<file path="src/rtl/lpht_pkg.sv">
// shared constants and controller/datapath interface types of the hash table
package lpht_pkg;

   localparam int unsigned TABLE_SIZE_DEFAULT = 16;
   localparam int unsigned KEY_BITS_DEFAULT   = 31;
   localparam int unsigned KEY_PORT_BITS      = 31;
   localparam int unsigned SLOT_BITS          = 4;
   localparam int unsigned HASH_DIGIT_BITS    = 4;

   localparam logic FUNC_INSERT = 1'b0;
   localparam logic FUNC_SEARCH = 1'b1;

   typedef struct packed {
      logic clear_step;
      logic load;
      logic hash_step;
      logic probe_start;
      logic probe_step;
      logic finish;
   } cmd_type;

   typedef struct packed {
      logic clear_last;
      logic hash_last;
      logic probe_done;
   } sts_type;

endpackage

</file>
<file path="src/rtl/lpht_datapath.sv">
// hash table datapath: key modulo unit, slot memory, probe pointers and result registers
module lpht_datapath #(
   parameter int unsigned TABLE_SIZE = lpht_pkg::TABLE_SIZE_DEFAULT,
   parameter int unsigned KEY_BITS   = lpht_pkg::KEY_BITS_DEFAULT
) (
   input  logic                             clock,
   input  logic                             reset,
   input  lpht_pkg::cmd_type                cmd,
   output lpht_pkg::sts_type                sts,
   input  logic                             req_func,
   input  logic [lpht_pkg::KEY_PORT_BITS-1:0] req_key,
   input  logic                             req_end_of_batch,
   output logic                             rsp_found,
   output logic                             rsp_table_full,
   output logic [lpht_pkg::SLOT_BITS-1:0]   rsp_slot,
   output logic                             rsp_batch_done
);
   import lpht_pkg::*;

   localparam int unsigned AW         = $clog2(TABLE_SIZE);
   localparam int unsigned WIDE_BITS  = (KEY_BITS > KEY_PORT_BITS) ? KEY_BITS : KEY_PORT_BITS;
   localparam int unsigned HASH_STEPS = (KEY_BITS + HASH_DIGIT_BITS - 1) / HASH_DIGIT_BITS;
   localparam int unsigned PAD_BITS   = HASH_STEPS * HASH_DIGIT_BITS;
   localparam int unsigned HCW        = $clog2(HASH_STEPS + 1);
   localparam int unsigned SW         = (AW > SLOT_BITS) ? AW : SLOT_BITS;
   localparam logic [AW-1:0]  LAST_SLOT = AW'(TABLE_SIZE - 1);
   localparam logic [AW:0]    MODULUS   = (AW + 1)'(TABLE_SIZE);
   localparam logic [HCW-1:0] LAST_HASH = HCW'(HASH_STEPS - 1);

   logic [KEY_BITS:0] mem [TABLE_SIZE];

   logic [WIDE_BITS-1:0] key_wide;
   logic [KEY_BITS-1:0]  key_ff, key_in;
   logic                 func_ff, func_in;
   logic                 eob_ff, eob_in;
   logic [PAD_BITS-1:0]  digits_ff, digits_in;
   logic [AW-1:0]        rem_ff, rem_in;
   logic [HCW-1:0]       hcnt_ff, hcnt_in;
   logic [AW-1:0]        issue_ff, issue_in;
   logic [AW-1:0]        chk_ff, chk_in;
   logic [AW-1:0]        nchk_ff, nchk_in;
   logic [AW-1:0]        clr_ff, clr_in;
   logic                 found_ff, found_in;
   logic                 full_ff, full_in;
   logic [SLOT_BITS-1:0] slot_ff, slot_in;
   logic                 bd_ff, bd_in;
   logic [KEY_BITS:0]    rd_word_ff;

   logic [AW:0]          acc;
   logic [AW-1:0]        rem_next_slot;
   logic [AW-1:0]        issue_next_slot;
   logic [AW-1:0]        rd_addr;
   logic                 mem_re;
   logic                 mem_we;
   logic [AW-1:0]        mem_waddr;
   logic [KEY_BITS:0]    mem_wdata;
   logic                 slot_empty;
   logic                 slot_match;
   logic                 store;
   logic [SW-1:0]        chk_wide;

   assign key_wide = WIDE_BITS'(req_key);

   // one digit of the key per step, remainder kept below the table size
   always_comb begin
      acc = {1'b0, rem_ff};
      for (int i = 0; i < HASH_DIGIT_BITS; i++) begin
         acc = {acc[AW-1:0], digits_ff[PAD_BITS-1-i]};
         if (acc >= MODULUS) begin
            acc = acc - MODULUS;
         end
      end
   end

   assign rem_next_slot   = (rem_ff == LAST_SLOT) ? '0 : rem_ff + 1'b1;
   assign issue_next_slot = (issue_ff == LAST_SLOT) ? '0 : issue_ff + 1'b1;

   assign slot_empty = !rd_word_ff[KEY_BITS];
   assign slot_match = rd_word_ff[KEY_BITS] && (rd_word_ff[KEY_BITS-1:0] == key_ff);
   assign store      = (func_ff == FUNC_INSERT) && slot_empty;
   assign chk_wide   = SW'(chk_ff);

   assign sts.clear_last = (clr_ff == LAST_SLOT);
   assign sts.hash_last  = (hcnt_ff == LAST_HASH);
   assign sts.probe_done = slot_empty || ((func_ff == FUNC_SEARCH) && slot_match)
                           || (nchk_ff == LAST_SLOT);

   assign rd_addr   = cmd.probe_start ? rem_ff : issue_ff;
   assign mem_re    = cmd.probe_start || cmd.probe_step;
   assign mem_we    = cmd.clear_step || (cmd.finish && store);
   assign mem_waddr = cmd.clear_step ? clr_ff : chk_ff;
   assign mem_wdata = cmd.clear_step ? '0 : {1'b1, key_ff};

   always_comb begin
      key_in    = key_ff;
      func_in   = func_ff;
      eob_in    = eob_ff;
      digits_in = digits_ff;
      rem_in    = rem_ff;
      hcnt_in   = hcnt_ff;
      issue_in  = issue_ff;
      chk_in    = chk_ff;
      nchk_in   = nchk_ff;
      clr_in    = clr_ff;
      found_in  = found_ff;
      full_in   = full_ff;
      slot_in   = slot_ff;
      bd_in     = bd_ff;
      if (cmd.clear_step) begin
         clr_in = (clr_ff == LAST_SLOT) ? '0 : clr_ff + 1'b1;
      end
      if (cmd.load) begin
         key_in    = key_wide[KEY_BITS-1:0];
         func_in   = req_func;
         eob_in    = req_end_of_batch;
         digits_in = PAD_BITS'(key_wide[KEY_BITS-1:0]);
         rem_in    = '0;
         hcnt_in   = '0;
      end
      if (cmd.hash_step) begin
         rem_in    = acc[AW-1:0];
         digits_in = digits_ff << HASH_DIGIT_BITS;
         hcnt_in   = hcnt_ff + 1'b1;
      end
      if (cmd.probe_start) begin
         chk_in   = rem_ff;
         issue_in = rem_next_slot;
         nchk_in  = '0;
      end
      if (cmd.probe_step) begin
         chk_in   = issue_ff;
         issue_in = issue_next_slot;
         nchk_in  = nchk_ff + 1'b1;
      end
      if (cmd.finish) begin
         found_in = (func_ff == FUNC_SEARCH) && slot_match;
         full_in  = (func_ff == FUNC_INSERT) && !slot_empty;
         slot_in  = (store || ((func_ff == FUNC_SEARCH) && slot_match))
                    ? chk_wide[SLOT_BITS-1:0] : '0;
         bd_in    = eob_ff;
      end
   end

   always_ff @(posedge clock) begin
      if (reset) begin
         clr_ff <= '0;
      end else begin
         clr_ff <= clr_in;
      end
      key_ff    <= key_in;
      func_ff   <= func_in;
      eob_ff    <= eob_in;
      digits_ff <= digits_in;
      rem_ff    <= rem_in;
      hcnt_ff   <= hcnt_in;
      issue_ff  <= issue_in;
      chk_ff    <= chk_in;
      nchk_ff   <= nchk_in;
      found_ff  <= found_in;
      full_ff   <= full_in;
      slot_ff   <= slot_in;
      bd_ff     <= bd_in;
   end

   // slot memory: valid bit on top of the stored key
   always_ff @(posedge clock) begin
      if (mem_we) begin
         mem[mem_waddr] <= mem_wdata;
      end
      if (mem_re) begin
         rd_word_ff <= mem[rd_addr];
      end
   end

   assign rsp_found      = found_ff;
   assign rsp_table_full = full_ff;
   assign rsp_slot       = slot_ff;
   assign rsp_batch_done = bd_ff;

endmodule

</file>
<file path="src/rtl/lpht_controller.sv">
// hash table controller: clearing pass, hashing, probing and result handshake
module lpht_controller (
   input  logic              clock,
   input  logic              reset,
   input  logic              req_valid,
   output logic              req_ready,
   output logic              rsp_valid,
   input  logic              rsp_ready,
   output lpht_pkg::cmd_type cmd,
   input  lpht_pkg::sts_type sts
);
   import lpht_pkg::*;

   typedef enum logic [2:0] {
      ST_CLEAR,
      ST_IDLE,
      ST_HASH,
      ST_LOOKUP,
      ST_PROBE
   } state_type;

   state_type state_ff, state_in;
   logic      rsp_valid_ff, rsp_valid_in;

   always_comb begin
      state_in     = state_ff;
      rsp_valid_in = rsp_valid_ff && !rsp_ready;
      cmd          = '0;
      unique case (state_ff)
         ST_CLEAR: begin
            cmd.clear_step = 1'b1;
            if (sts.clear_last) begin
               state_in = ST_IDLE;
            end
         end
         ST_IDLE: begin
            if (req_valid) begin
               cmd.load = 1'b1;
               state_in = ST_HASH;
            end
         end
         ST_HASH: begin
            cmd.hash_step = 1'b1;
            if (sts.hash_last) begin
               state_in = ST_LOOKUP;
            end
         end
         ST_LOOKUP: begin
            cmd.probe_start = 1'b1;
            state_in        = ST_PROBE;
         end
         ST_PROBE: begin
            if (sts.probe_done) begin
               if (!rsp_valid_ff || rsp_ready) begin
                  cmd.finish   = 1'b1;
                  rsp_valid_in = 1'b1;
                  state_in     = ST_IDLE;
               end
            end else begin
               cmd.probe_step = 1'b1;
            end
         end
         default: begin
            state_in = ST_CLEAR;
         end
      endcase
   end

   always_ff @(posedge clock) begin
      if (reset) begin
         state_ff     <= ST_CLEAR;
         rsp_valid_ff <= 1'b0;
      end else begin
         state_ff     <= state_in;
         rsp_valid_ff <= rsp_valid_in;
      end
   end

   assign req_ready = (state_ff == ST_IDLE);
   assign rsp_valid = rsp_valid_ff;

endmodule

</file>
<file path="src/rtl/linear_probing_hash_table.sv">
// top level of the linear probing hash table
//
// req channel: one item per operation, req_func selects insert or search of req_key.
// rsp channel: exactly one result item per request item, in order.
// the home slot is the key modulo TABLE_SIZE, worked out four key bits per cycle;
// then the slot memory is probed one slot per cycle, P probes with 1 <= P <= TABLE_SIZE.
// one item is worked on at a time; req_ready comes back together with rsp_valid,
// as the result is loaded. the result register lets a new item be accepted while
// the last result waits; if the receiver is still stalling when the next result is
// ready, probing holds on its final slot until rsp_ready frees the register.
// an insert into a full table stores nothing and flags rsp_table_full.
// after reset the table is cleared in a pass with req_ready low; rsp_valid is low
// from reset on.
module linear_probing_hash_table #(
   parameter int unsigned TABLE_SIZE = lpht_pkg::TABLE_SIZE_DEFAULT,
   parameter int unsigned KEY_BITS   = lpht_pkg::KEY_BITS_DEFAULT
) (
   input  logic                               clock,
   input  logic                               reset,
   input  logic                               req_valid,
   output logic                               req_ready,
   input  logic                               req_func,
   input  logic [lpht_pkg::KEY_PORT_BITS-1:0] req_key,
   input  logic                               req_end_of_batch,
   output logic                               rsp_valid,
   input  logic                               rsp_ready,
   output logic                               rsp_found,
   output logic                               rsp_table_full,
   output logic [lpht_pkg::SLOT_BITS-1:0]     rsp_slot,
   output logic                               rsp_batch_done
);
   import lpht_pkg::*;

   cmd_type cmd;
   sts_type sts;

   lpht_controller u_controller (
      .clock     (clock),
      .reset     (reset),
      .req_valid (req_valid),
      .req_ready (req_ready),
      .rsp_valid (rsp_valid),
      .rsp_ready (rsp_ready),
      .cmd       (cmd),
      .sts       (sts)
   );

   lpht_datapath #(
      .TABLE_SIZE (TABLE_SIZE),
      .KEY_BITS   (KEY_BITS)
   ) u_datapath (
      .clock            (clock),
      .reset            (reset),
      .cmd              (cmd),
      .sts              (sts),
      .req_func         (req_func),
      .req_key          (req_key),
      .req_end_of_batch (req_end_of_batch),
      .rsp_found        (rsp_found),
      .rsp_table_full   (rsp_table_full),
      .rsp_slot         (rsp_slot),
      .rsp_batch_done   (rsp_batch_done)
   );

endmodule

</file>
<file path="config.mk">
export PLATFORM = sky130hd
export DESIGN_NAME = linear_probing_hash_table
export DESIGN_NICKNAME = d
export VERILOG_FILES = /design/src/rtl/lpht_pkg.sv /design/src/rtl/lpht_datapath.sv /design/src/rtl/lpht_controller.sv /design/src/rtl/linear_probing_hash_table.sv
export SDC_FILE = /design/constraint.sdc
export NUM_CORES = 1
export LEC_CHECK = 0
export BUFFER_PORTS_ARGS = -buffer_cell sky130_fd_sc_hd__buf_2
export CAP_MARGIN = 0
export CORE_MARGIN = 2
export CORE_UTILIZATION = 62
export DETAILED_ROUTE_END_ITERATION = 10
export GPL_ROUTABILITY_DRIVEN = 0
export PLACE_DENSITY_LB_ADDON = 0.05
export SYNTH_ARGS = -nofsm -noshare
export SYNTH_HDL_FRONTEND = slang
export SYNTH_SLANG_ARGS = --single-unit
</file>
<file path="constraint.sdc">
create_clock -name clock -period 3.8 [get_ports clock]
set_clock_uncertainty 0.05 [all_clocks]
set_input_delay 0 -clock clock [delete_from_list [all_inputs] [get_ports clock]]
set_output_delay 0 -clock clock [all_outputs]
set_load 0.005 [all_outputs]
</file>
==> flow_summary.toml, run 1 <==
[logic_synthesis]
syn-cell-area_um2 = 25700
synth_ff_type = "edfxtp_1"
syn_area_per_cell_um2 = 14.2
ys_top_cells_by_area = "edfxtp_1, nand2_1, mux2i_1, nand3_1, o21ai_0"
synth_cells = 1805
seq_area_frac_synth_pct = 74.8
async_flop_share_pct = 0
synth_seq_cells = 644
synth_edf_count = 632
ys_types = 45
synth_area_leader_cell = "edfxtp_1"
synth.top_cell.area_share_pct = 73.8
ys_warn_count = 0
synth_nets = 1847

[die]
fp.dieW_um = 208
start_util_pct = 62.8
core_area_um2 = 40900
dieArea_um2 = 43100
die_height_um = 208
std_cell_rows = 74
pin_count = 46

[sta]
period_minus_slack_ns = 3.46
final.period_utilization_pct = 91.2
setup_violations = 0
timing.fmax_ghz = 0.289
rsz0062_at_grt = "false"
slew_viol_final = 0
slew_headroom_pct = 34.5
final.setup.tns_ns = 0
hold_viol_final = 0
worst-slew-pin-transition_ns = 0.962

[global_route]
grt.overflow.total = 0
grt_pass1_vias = 14500
grt_max_degree = 90
grtUsageTotal_pct = 27.9
grt_pass1_wl_um = 89800
antenna_found_initial = 0

[drt]
first_pass_iters = 5
drc = 0
antenna_left = 0
drt_iter0_drc = 1664
wirelength_um = 60100
routed_via_density = 6.14
wl_per_cell_um = 24.2
vias = 15300

[power_and_ir_drop]
vdd_drop_max_mv = 0.435
power_density_nw_per_um2 = 628
power_switching_w = 0.00478
pwr-share-seq_pct = 52.4
share_comb_of_total_power_pct = 14.5
p_clk_share_pct = 33.1
p_leak_nw = 10.5
power.internal_w = 0.0136
swShare_pct = 26.0

[layout]
multiInputGateArea_um2 = 6130
fin_area_um2 = 29300
fin_util_pct = 71.6
antenna_cells = 0
n_fill_cell = 2654
layout_commonest_cell = "edfxtp_1"
drive_above_1_share_pct = 10.9
register_area_um2 = 19200
final_cell_mix = "edfxtp_1, nand2_1, nand3_1"
area_growth_syn_to_layout_pct = 13.9
finalNetCount = 1948
fin_cells = 2484

[worst_setup_path]
crit_arrival_ns = 3.72
cp_max_fo = 36
worstPathCellList = "xor2_1, nor4_1, nand4_1, nor2_1, or3_1, nand2_2, buf_12"
cp-start-kind = "flop"
required_ns = 4.05
cp_slowest_cell = "nor4_1"
max_stage_delay_ns = 0.65
critPathCaptureType = "flop"
worstSetupPathType = "reg2reg"

[clock_network]
cts_tree = "built"
clk_pin_slew_worst_paths_ns = 0.06
numCtsBuffers = 66
cts_buffer_depth = 3
cts-root-buf = "clkbuf_16"
post_cts_buffers = 0
cts_hold_buf = 37
worstSkewPairLatency_ns = 0.58
clkSinkCount = 644
cts_resized = 0
cts_max_level = 3

[outcome]
status = "finished, final reports clean"

[min_path]
worstHoldPathType = "in2reg"

[job]
cap_violations = 0

[placed_design]
port_buffers = 45
dp_hpwl_um = 33300
dpl-instance-area_um2 = 26900
dp_cells = 2333
## through the flow
stage,setup WS [ns],hold WS (ns),power (W)
2_1_floorplan,0.524,0.0489,0.0112
4_1_cts,0.402,0.0609,0.0185
3_5_place_dp,0.437,0.128,0.0124
5_1_grt,0.212,0.0897,0.0190
6_report,0.336,0.101,0.0184
3_3_place_gp,0.526,0.127,0.0123
## power by group through the flow
| stage | Clock [W] | Combinational, W | Sequential, W |
|---|---|---|---|
| 4_1_cts | 0.00615 | 0.00267 | 0.00963 |
| 6_report | 0.00609 | 0.00266 | 0.00964 |
| 3_5_place_dp | 0 | 0.00262 | 0.00978 |
| 2_1_floorplan | 0 | 0.00148 | 0.00971 |
| 3_3_place_gp | 0 | 0.00255 | 0.00973 |
| 5_1_grt | 0.00642 | 0.00288 | 0.00972 |
## flip-flops by register name, indices dropped and copies added, names as in the netlist, 4 cells and up
signal                 count
u_datapath.issue_ff        4
u_datapath.clr_ff          4
u_datapath.rd_word_ff     32
u_datapath.hcnt_ff         4
u_datapath.rsp_slot        4
u_datapath.key_ff         31
u_datapath.digits_ff      32
u_datapath.chk_ff          4
u_datapath.rem_ff          4
u_datapath.nchk_ff         4
u_datapath.mem           512
## final cells by class
| class | count | area share, % |
|---|---|---|
| clock inverters | 25 | 0.658 |
| multi-input cells | 1054 | 20.9 |
| repair buffers | 134 | 4.26 |
| well taps | 532 | 2.27 |
| inverters | 6 | 0.0769 |
| clock buffers | 89 | 6.19 |
| flip-flops and latches | 644 | 65.6 |
## cells in the mapped netlist (33+ instances only)
library cell / count
nand3_1: 102
o21ai_0: 69
clkbuf_1: 49
edfxtp_1: 632
nand2_1: 473
buf_2: 36
and2_1: 41
mux2i_1: 100
xor2_1: 33
## cells by family (layout without fill, tap and decap cells)
kind of cell | Yosys count | count (layout) | synth area share, %
AO/OA/AOI/OAI | 191 | 191 | 5.16
XOR/XNOR | 38 | 38 | 1.29
adder cells (fa/ha/maj) | 5 | 5 | 0.243
buffers and inverters | 107 | 254 | 2.03
flip-flops | 644 | 644 | 74.8
multiplexers | 110 | 110 | 4.39
AND/OR/NAND/NOR | 710 | 710 | 12.1
## critical path, delay by kind of cell, from the launching register on
family | cells | cell delay [ns]
buf+inv | 1 | 0.27
flops | 1 | 0.41
simple gates | 5 | 2.25
xor+xnor | 1 | 0.18
## routing by layer
| layer | up-vias | track usage, % | share of wire [%] |
|---|---|---|---|
| met5 | - | 0 | 0 |
| met4 | 0 | 9.95 | 2.8 |
| met3 | 92 | 4.11 | 7.1 |
| met2 | 617 | 44.4 | 48 |
| met1 | 7657 | 40.1 | 42 |
| li1 | 6890 | - | - |
## final timing paths
check / from / end / slack [ns] / cells past startpoint
worst min-delay path: req_end_of_batch / u_datapath.eob_ff / 0.10 / 2
worst max register to register: u_datapath.key_ff[10] / u_datapath.rd_word_ff[5] / 0.34 / 7
worst max-delay path: u_datapath.key_ff[10] / u_datapath.rd_word_ff[5] / 0.34 / 7
worst min register to register: u_datapath.eob_ff / u_datapath.rsp_batch_done / 0.40 / 0
Note: power is estimated with default switching activity, not from simulation.
==> inputs of run 2 (changes only) <==
--- a/config.mk
+++ b/config.mk
@@ -7,7 +7,7 @@
 export LEC_CHECK = 0
 export BUFFER_PORTS_ARGS = -buffer_cell sky130_fd_sc_hd__buf_2
 export CAP_MARGIN = 0
-export CORE_MARGIN = 2
+export CORE_MARGIN = 5
 export CORE_UTILIZATION = 62
 export DETAILED_ROUTE_END_ITERATION = 10
 export GPL_ROUTABILITY_DRIVEN = 0
==> run 2 against run 1 <==
Compared with the run above:
- critical path depth did not move
- first-iteration DRC count fell by 1.2%
- worst setup slack improved by 0.30 ns
- worst hold slack lost 0.012 ns
- via count fell by 0.58%
- routed wire length is 0.25% lower
- die area up 5.9%
- total power is 3.6% higher
- cell count is 0.64% higher
- register-to-register slack improved by 0.30 ns
- sequential power about the same
- critical path type unchanged
- critical endpoint unchanged
==> flow_summary.toml, run 2 (synthesis results as in run 1) <==
[outcome]
status = "finished, final reports clean"

[clock_network]
cts-root-buf = "clkbuf_16"
cts_hold_buf = 37
cts_buffer_depth = 3
cts_resized = 0
cts_max_level = 3
clk_pin_slew_worst_paths_ns = 0.06
clkSinkCount = 644
post_cts_buffers = 0
worstSkewPairLatency_ns = 0.58
cts_tree = "built"
numCtsBuffers = 66

[power_and_ir_drop]
p_leak_nw = 10.7
vdd_drop_max_mv = 0.468
power_density_nw_per_um2 = 643
p_total_w = 0.0190

[layout]
regMostFlops = "u_datapath.mem"
final_cell_mix = "edfxtp_1, nand2_1, nand3_1"
layout_commonest_cell = "edfxtp_1"
drive_above_1_share_pct = 12.1
antenna_cells = 0
finalNetCount = 1962
largestRegisters = "u_datapath.mem (512), u_datapath.digits_ff (32), u_datapath.rd_word_ff (32)"
fin_util_pct = 72.4
area_growth_syn_to_layout_pct = 15.3
largest_register_ffs = 512
fin_cells = 2500

[worst_setup_path]
cpLargestDelayFamily = "simple AND/OR/NAND/NOR gates"
required_ns = 3.98
r2r_end = "u_datapath.rd_word_ff[5]"
worstPathCellList = "xor2_1, nor4_1, nand4_1, nor2_1, or3_1, nand2_2, buf_4"
max_stage_delay_ns = 0.52
cp_max_fo = 43
cp_slowest_cell = "nor4_1"
path_buf_inv = 1
critPathCaptureType = "flop"
crit_arrival_ns = 3.35
r2r-start = "u_datapath.key_ff[21]"
r2r_cells = 7
ff2ff_setup_slack_ns = 0.63
worstSetupPathType = "reg2reg"
cp-start-kind = "flop"

[min_path]
worstHoldStart = "req_end_of_batch"
hold_depth = 2
min_to = "u_datapath.eob_ff"
worstHoldPathType = "in2reg"

[die]
core_area_um2 = 40900
fp.dieW_um = 214
pin_count = 46
dieArea_um2 = 45600
die_height_um = 214
start_util_pct = 62.8
std_cell_rows = 74

[sta]
worst-slew-pin-transition_ns = 1.12
post-route-worst-setup-slack_ns = 0.632
final.setup.tns_ns = 0
period_minus_slack_ns = 3.17
slew_headroom_pct = 25.2
slew_viol_final = 0
final.period_utilization_pct = 83.4
timing.fmax_ghz = 0.316
setup_violations = 0
rsz0062_at_grt = "false"
hold_viol_final = 0

[placed_design]
dp_hpwl_um = 34300
port_buffers = 45
dp_cells = 2347
dp_slack_ns = 0.733

[global_route]
grtUsageTotal_pct = 26.6
grt_pass1_wl_um = 90100
grt_pass1_vias = 14700
grt_max_degree = 67
grt.overflow.total = 0
antenna_found_initial = 2

[drt]
wirelength_um = 59900
antenna_left = 0
vias = 15200
routed_via_density = 6.07
drc = 0
drt_iter0_drc = 1644
wl_per_cell_um = 24.0
first_pass_iters = 7

[job]
cap_violations = 0
==> run 2: cell count changes in the layout (fill, tap and decap cells not counted) <==
cell,previous run,this run
clkbuf_1,19,14
buf_12,21,19
buf_4,31,47
bufinv_16,3,11
clkinv_2,8,10
clkinv_4,0,1
clkinvlp_4,0,1
clkinv_1,12,6
clkbuf_16,69,71
clkbuf_8,1,0
==> run 2: power by group <==
| part | internal, W | leakage (nW) | switching (W) |
|---|---|---|---|
| Clock | 0.00415 | 1.11 | 0.00259 |
| Sequential | 0.00934 | 5.96 | 0.000310 |
| Combinational | 0.000715 | 3.60 | 0.00193 |
==> run 2: how the worst max path moves through the flow <==
stage          depth (start not counted)  slack (ns)                      from                   endpoint
4_1_cts                                7        0.70     u_datapath.key_ff[21]   u_datapath.rd_word_ff[0]
6_report                               7        0.63     u_datapath.key_ff[21]   u_datapath.rd_word_ff[5]
5_1_grt                                7        0.61     u_datapath.key_ff[21]  u_datapath.rd_word_ff[20]
3_5_place_dp                           7        0.73     u_datapath.key_ff[21]  u_datapath.rd_word_ff[12]
3_3_place_gp                           7        0.79     u_datapath.key_ff[21]  u_datapath.rd_word_ff[12]
2_1_floorplan                          7        0.52  u_controller.state_ff[2]       u_datapath.mem[4][0]
==> run 2: worst reg2reg max path, delay by kind of cell, from the launching register on <==
family        cells  cell delay, ns
simple gates      5            1.75
flops             1            0.44
buf+inv           1            0.35
xor+xnor          1            0.20
==> run 2: final cells by class <==
type	instances	area (um^2)
Clock buffer	85	1830
Clock inverter	31	437
Fill cell	2617	11300
Inverter	6	22.5
Multi-Input combinational cell	1054	6130
Sequential cell	644	19200
Tap cell	532	666
Timing Repair Buffer	148	1330
==> run 2: metrics by stage <==
step	hold WS [ns]	area (um^2)
floorplan	0.0489	25700
global placement	0.128	27000
detailed placement	0.130	27000
CTS	0.0664	29600
global route	0.0917	29600
finish	0.0891	29600
==> run 2: routing by layer <==
layer,track usage [%],up-vias,share of wire [%]
met5,0,-,0.022
met1,37.6,7500,41
met2,43.3,626,49
li1,-,6928,-
met3,4.27,112,7.2
met4,9.04,2,3.1
==> inputs of run 3 (changes only) <==
--- a/config.mk
+++ b/config.mk
@@ -5,6 +5,7 @@
 export SDC_FILE = /design/constraint.sdc
 export NUM_CORES = 1
 export LEC_CHECK = 0
+export ABC_AREA = 1
 export BUFFER_PORTS_ARGS = -buffer_cell sky130_fd_sc_hd__buf_2
 export CAP_MARGIN = 0
 export CORE_MARGIN = 5
==> constraint.sdc (replaced) <==
create_clock -name clock -period 3.3 [get_ports clock]
set_clock_uncertainty 0.05 [all_clocks]
set_input_delay 0 -clock clock [delete_from_list [all_inputs] [get_ports clock]]
set_output_delay 0 -clock clock [all_outputs]
set_load 0.005 [all_outputs]
==> run 3 against run 2 <==
Compared with the run above:
- total power up 36%
- sequential share of layout area down 0.93 points
- first-iteration DRC count up 25%
- die area up 1.2%
- synthesized area up 1.2%
- clock power up 4.6%
- worst hold slack worse by 0.010 ns
- routed wire length up 12%
- global-route usage up 2.3 points
- worst setup slack worse by 0.22 ns
==> flow_summary.toml, run 3 <==
[outcome]
status = "finished, final reports clean"

[worst_setup_path]
cpLargestDelayFamily = "compound AO/OA/AOI/OAI gates"
cp-start-kind = "flop"
path_buf_inv = 3
worstSetupPathType = "reg2reg"
crit_arrival_ns = 3.25
cp_max_fo = 21
required_ns = 3.66
cp_slowest_cell = "o21ai_4"
worstPathCellList = "inv_1, nor2_1, nand2_1, o21ai_4, buf_12, buf_4, o21ai_0, o211ai_1, nand3_1, nand2_1"
critPathCaptureType = "flop"
path_common_cell = "nand2_1"
max_stage_delay_ns = 0.60

[clock_network]
worstSkewPairLatency_ns = 0.60
cts_buffer_depth = 3
cts-root-buf = "clkbuf_16"
clkSinkCount = 644
clk_pin_slew_worst_paths_ns = 0.06
cts_max_level = 3
numCtsBuffers = 67
cts_tree = "built"

[logic_synthesis]
syn-cell-area_um2 = 26000
synth_edf_count = 632
ys_warn_count = 0
synth.top_cell.area_share_pct = 72.9
synth_nets = 2131
synth_ff_type = "edfxtp_1"
ys_top_cells_by_area = "edfxtp_1, nor2_1, o21ai_0, o211ai_1, nand2_1"
ys_types = 29
synth_cells = 2089
synth_area_leader_cell = "edfxtp_1"
async_flop_share_pct = 0
synth_common_cells = "edfxtp_1, nor2_1, o21ai_0, nand2_1, o211ai_1"
synth_seq_cells = 644
seq_area_frac_synth_pct = 73.8
syn_area_per_cell_um2 = 12.5
synth_most_common_cell = "edfxtp_1"

[sta]
slew_headroom_pct = 1.65
timing.fmax_ghz = 0.347
worst-slew-pin-transition_ns = 1.47
hold_viol_final = 0
setup_violations = 0
slew_viol_final = 0
rsz0062_at_grt = "false"
period_minus_slack_ns = 2.89
final.period_utilization_pct = 87.5

[drt]
drt_iter0_drc = 2052
wl_per_cell_um = 24.2
antenna_left = 0
wirelength_um = 67300
routed_via_density = 6.09
drc = 0
first_pass_iters = 6
vias = 16900

[layout]
drive_above_1_share_pct = 10.3
largest_register_ffs = 512
multiInputGateArea_um2 = 6000
largestRegisters = "u_datapath.mem (512), u_datapath.digits_ff (32), u_datapath.rd_word_ff (32)"
n_fill_cell = 2708
fin_area_um2 = 30100
area_growth_syn_to_layout_pct = 15.5
regMostFlops = "u_datapath.mem"
finalNetCount = 2231
register_area_um2 = 19200
layout_commonest_cell = "edfxtp_1"
final_cell_mix = "edfxtp_1, nor2_1, o21ai_0"
fin_util_pct = 72.0
antenna_cells = 0

[min_path]
worstHoldPathType = "in2reg"

[power_and_ir_drop]
pwr-share-seq_pct = 47.9
power_density_nw_per_um2 = 859
power_switching_w = 0.00825
p_leak_nw = 10.6
p_clk_share_pct = 27.3
swShare_pct = 31.9
vdd_drop_max_mv = 0.515
share_comb_of_total_power_pct = 24.8
power.internal_w = 0.0176

[job]
cap_violations = 0

[global_route]
grtUsageTotal_pct = 28.9
antenna_found_initial = 1
grt_pass1_vias = 16100
grt.overflow.total = 0
grt_max_degree = 107
grt_pass1_wl_um = 101000

[die]
fp.dieW_um = 215
std_cell_rows = 75
dieArea_um2 = 46200
die_height_um = 215
pin_count = 46
start_util_pct = 62.3
core_area_um2 = 41800

[placed_design]
dp_hpwl_um = 37900
port_buffers = 45
dpl-instance-area_um2 = 27700
run 3: changes by cell type after synthesis, sizes merged, moves of 41 or more:
cell	change
and2	-41
inv	+116
mux2i	-101
nand2	-302
nor2	+441
o211ai	+128
o21ai	+204
run 3: logic make-up (layout without fill, tap and decap cells):
family          Yosys count  in the layout  share of synthesized area [%]
compound gates          464            464                           10.6
fa+ha+maj                 5              5                          0.240
buf+inv                 239            386                           4.05
flops                   644            644                           73.8
simple gates            728            728                           10.9
xor+xnor                  9              9                          0.303
run 3: worst paths after layout:
path                                             endpoint                      from  slack [ns]  depth (start not counted)
worst max register to register  u_datapath.rd_word_ff[10]  u_controller.state_ff[0]        0.41                         10
worst max-delay path            u_datapath.rd_word_ff[10]  u_controller.state_ff[0]        0.41                         10
worst min register to register  u_datapath.rsp_batch_done         u_datapath.eob_ff        0.40                          0
worst min-delay path                   u_datapath.func_ff                  req_func        0.08                          2
run 3: layout make-up:
class | instances | area share, %
timing repair buffer | 148 | 5.58
inverter | 122 | 1.52
multi-input combinational | 1206 | 20.0
clock inverter | 26 | 0.670
clock buffer | 90 | 6.11
sequential | 644 | 63.9
tap | 539 | 2.24
run 3: repair_timing:
action,in CTS,in global routing
endpoints found under the hold margin,79,0
hold buffers,36,0
buffers inserted,0,0
gates resized for setup,0,0
run 3: per-stage QoR:
step                      setup slack [ns]  TNS [ns]  hold slack [ns]  instances  power (W)
after floorplan                     -0.196    -93.09           0.0191       2089     0.0157
after global placement               0.515         0            0.131       2623     0.0187
after detailed placement             0.483         0            0.129       2623     0.0188
after CTS                            0.452         0           0.0515       2775     0.0259
after global routing                 0.255         0           0.0655       2775     0.0269
final                                0.414         0           0.0788       2775     0.0258
run 3: power by group through the flow:
stage | Sequential, W | Clock [W] | Combinational, W
after CTS | 0.0124 | 0.00718 | 0.00638
after detailed placement | 0.0125 | 0 | 0.00631
final | 0.0124 | 0.00706 | 0.00641
after global routing | 0.0125 | 0.00753 | 0.00687
after global placement | 0.0125 | 0 | 0.00621
after floorplan | 0.0124 | 0 | 0.00329
run 3: metal layers:
layer	GRT usage (%)	vias to the layer above	wire, um
met5	0	-	0
met4	8.80	0	1820
met3	4.84	119	6310
met2	45.1	886	31400
met1	42.8	8232	27800
li1	-	7662	-
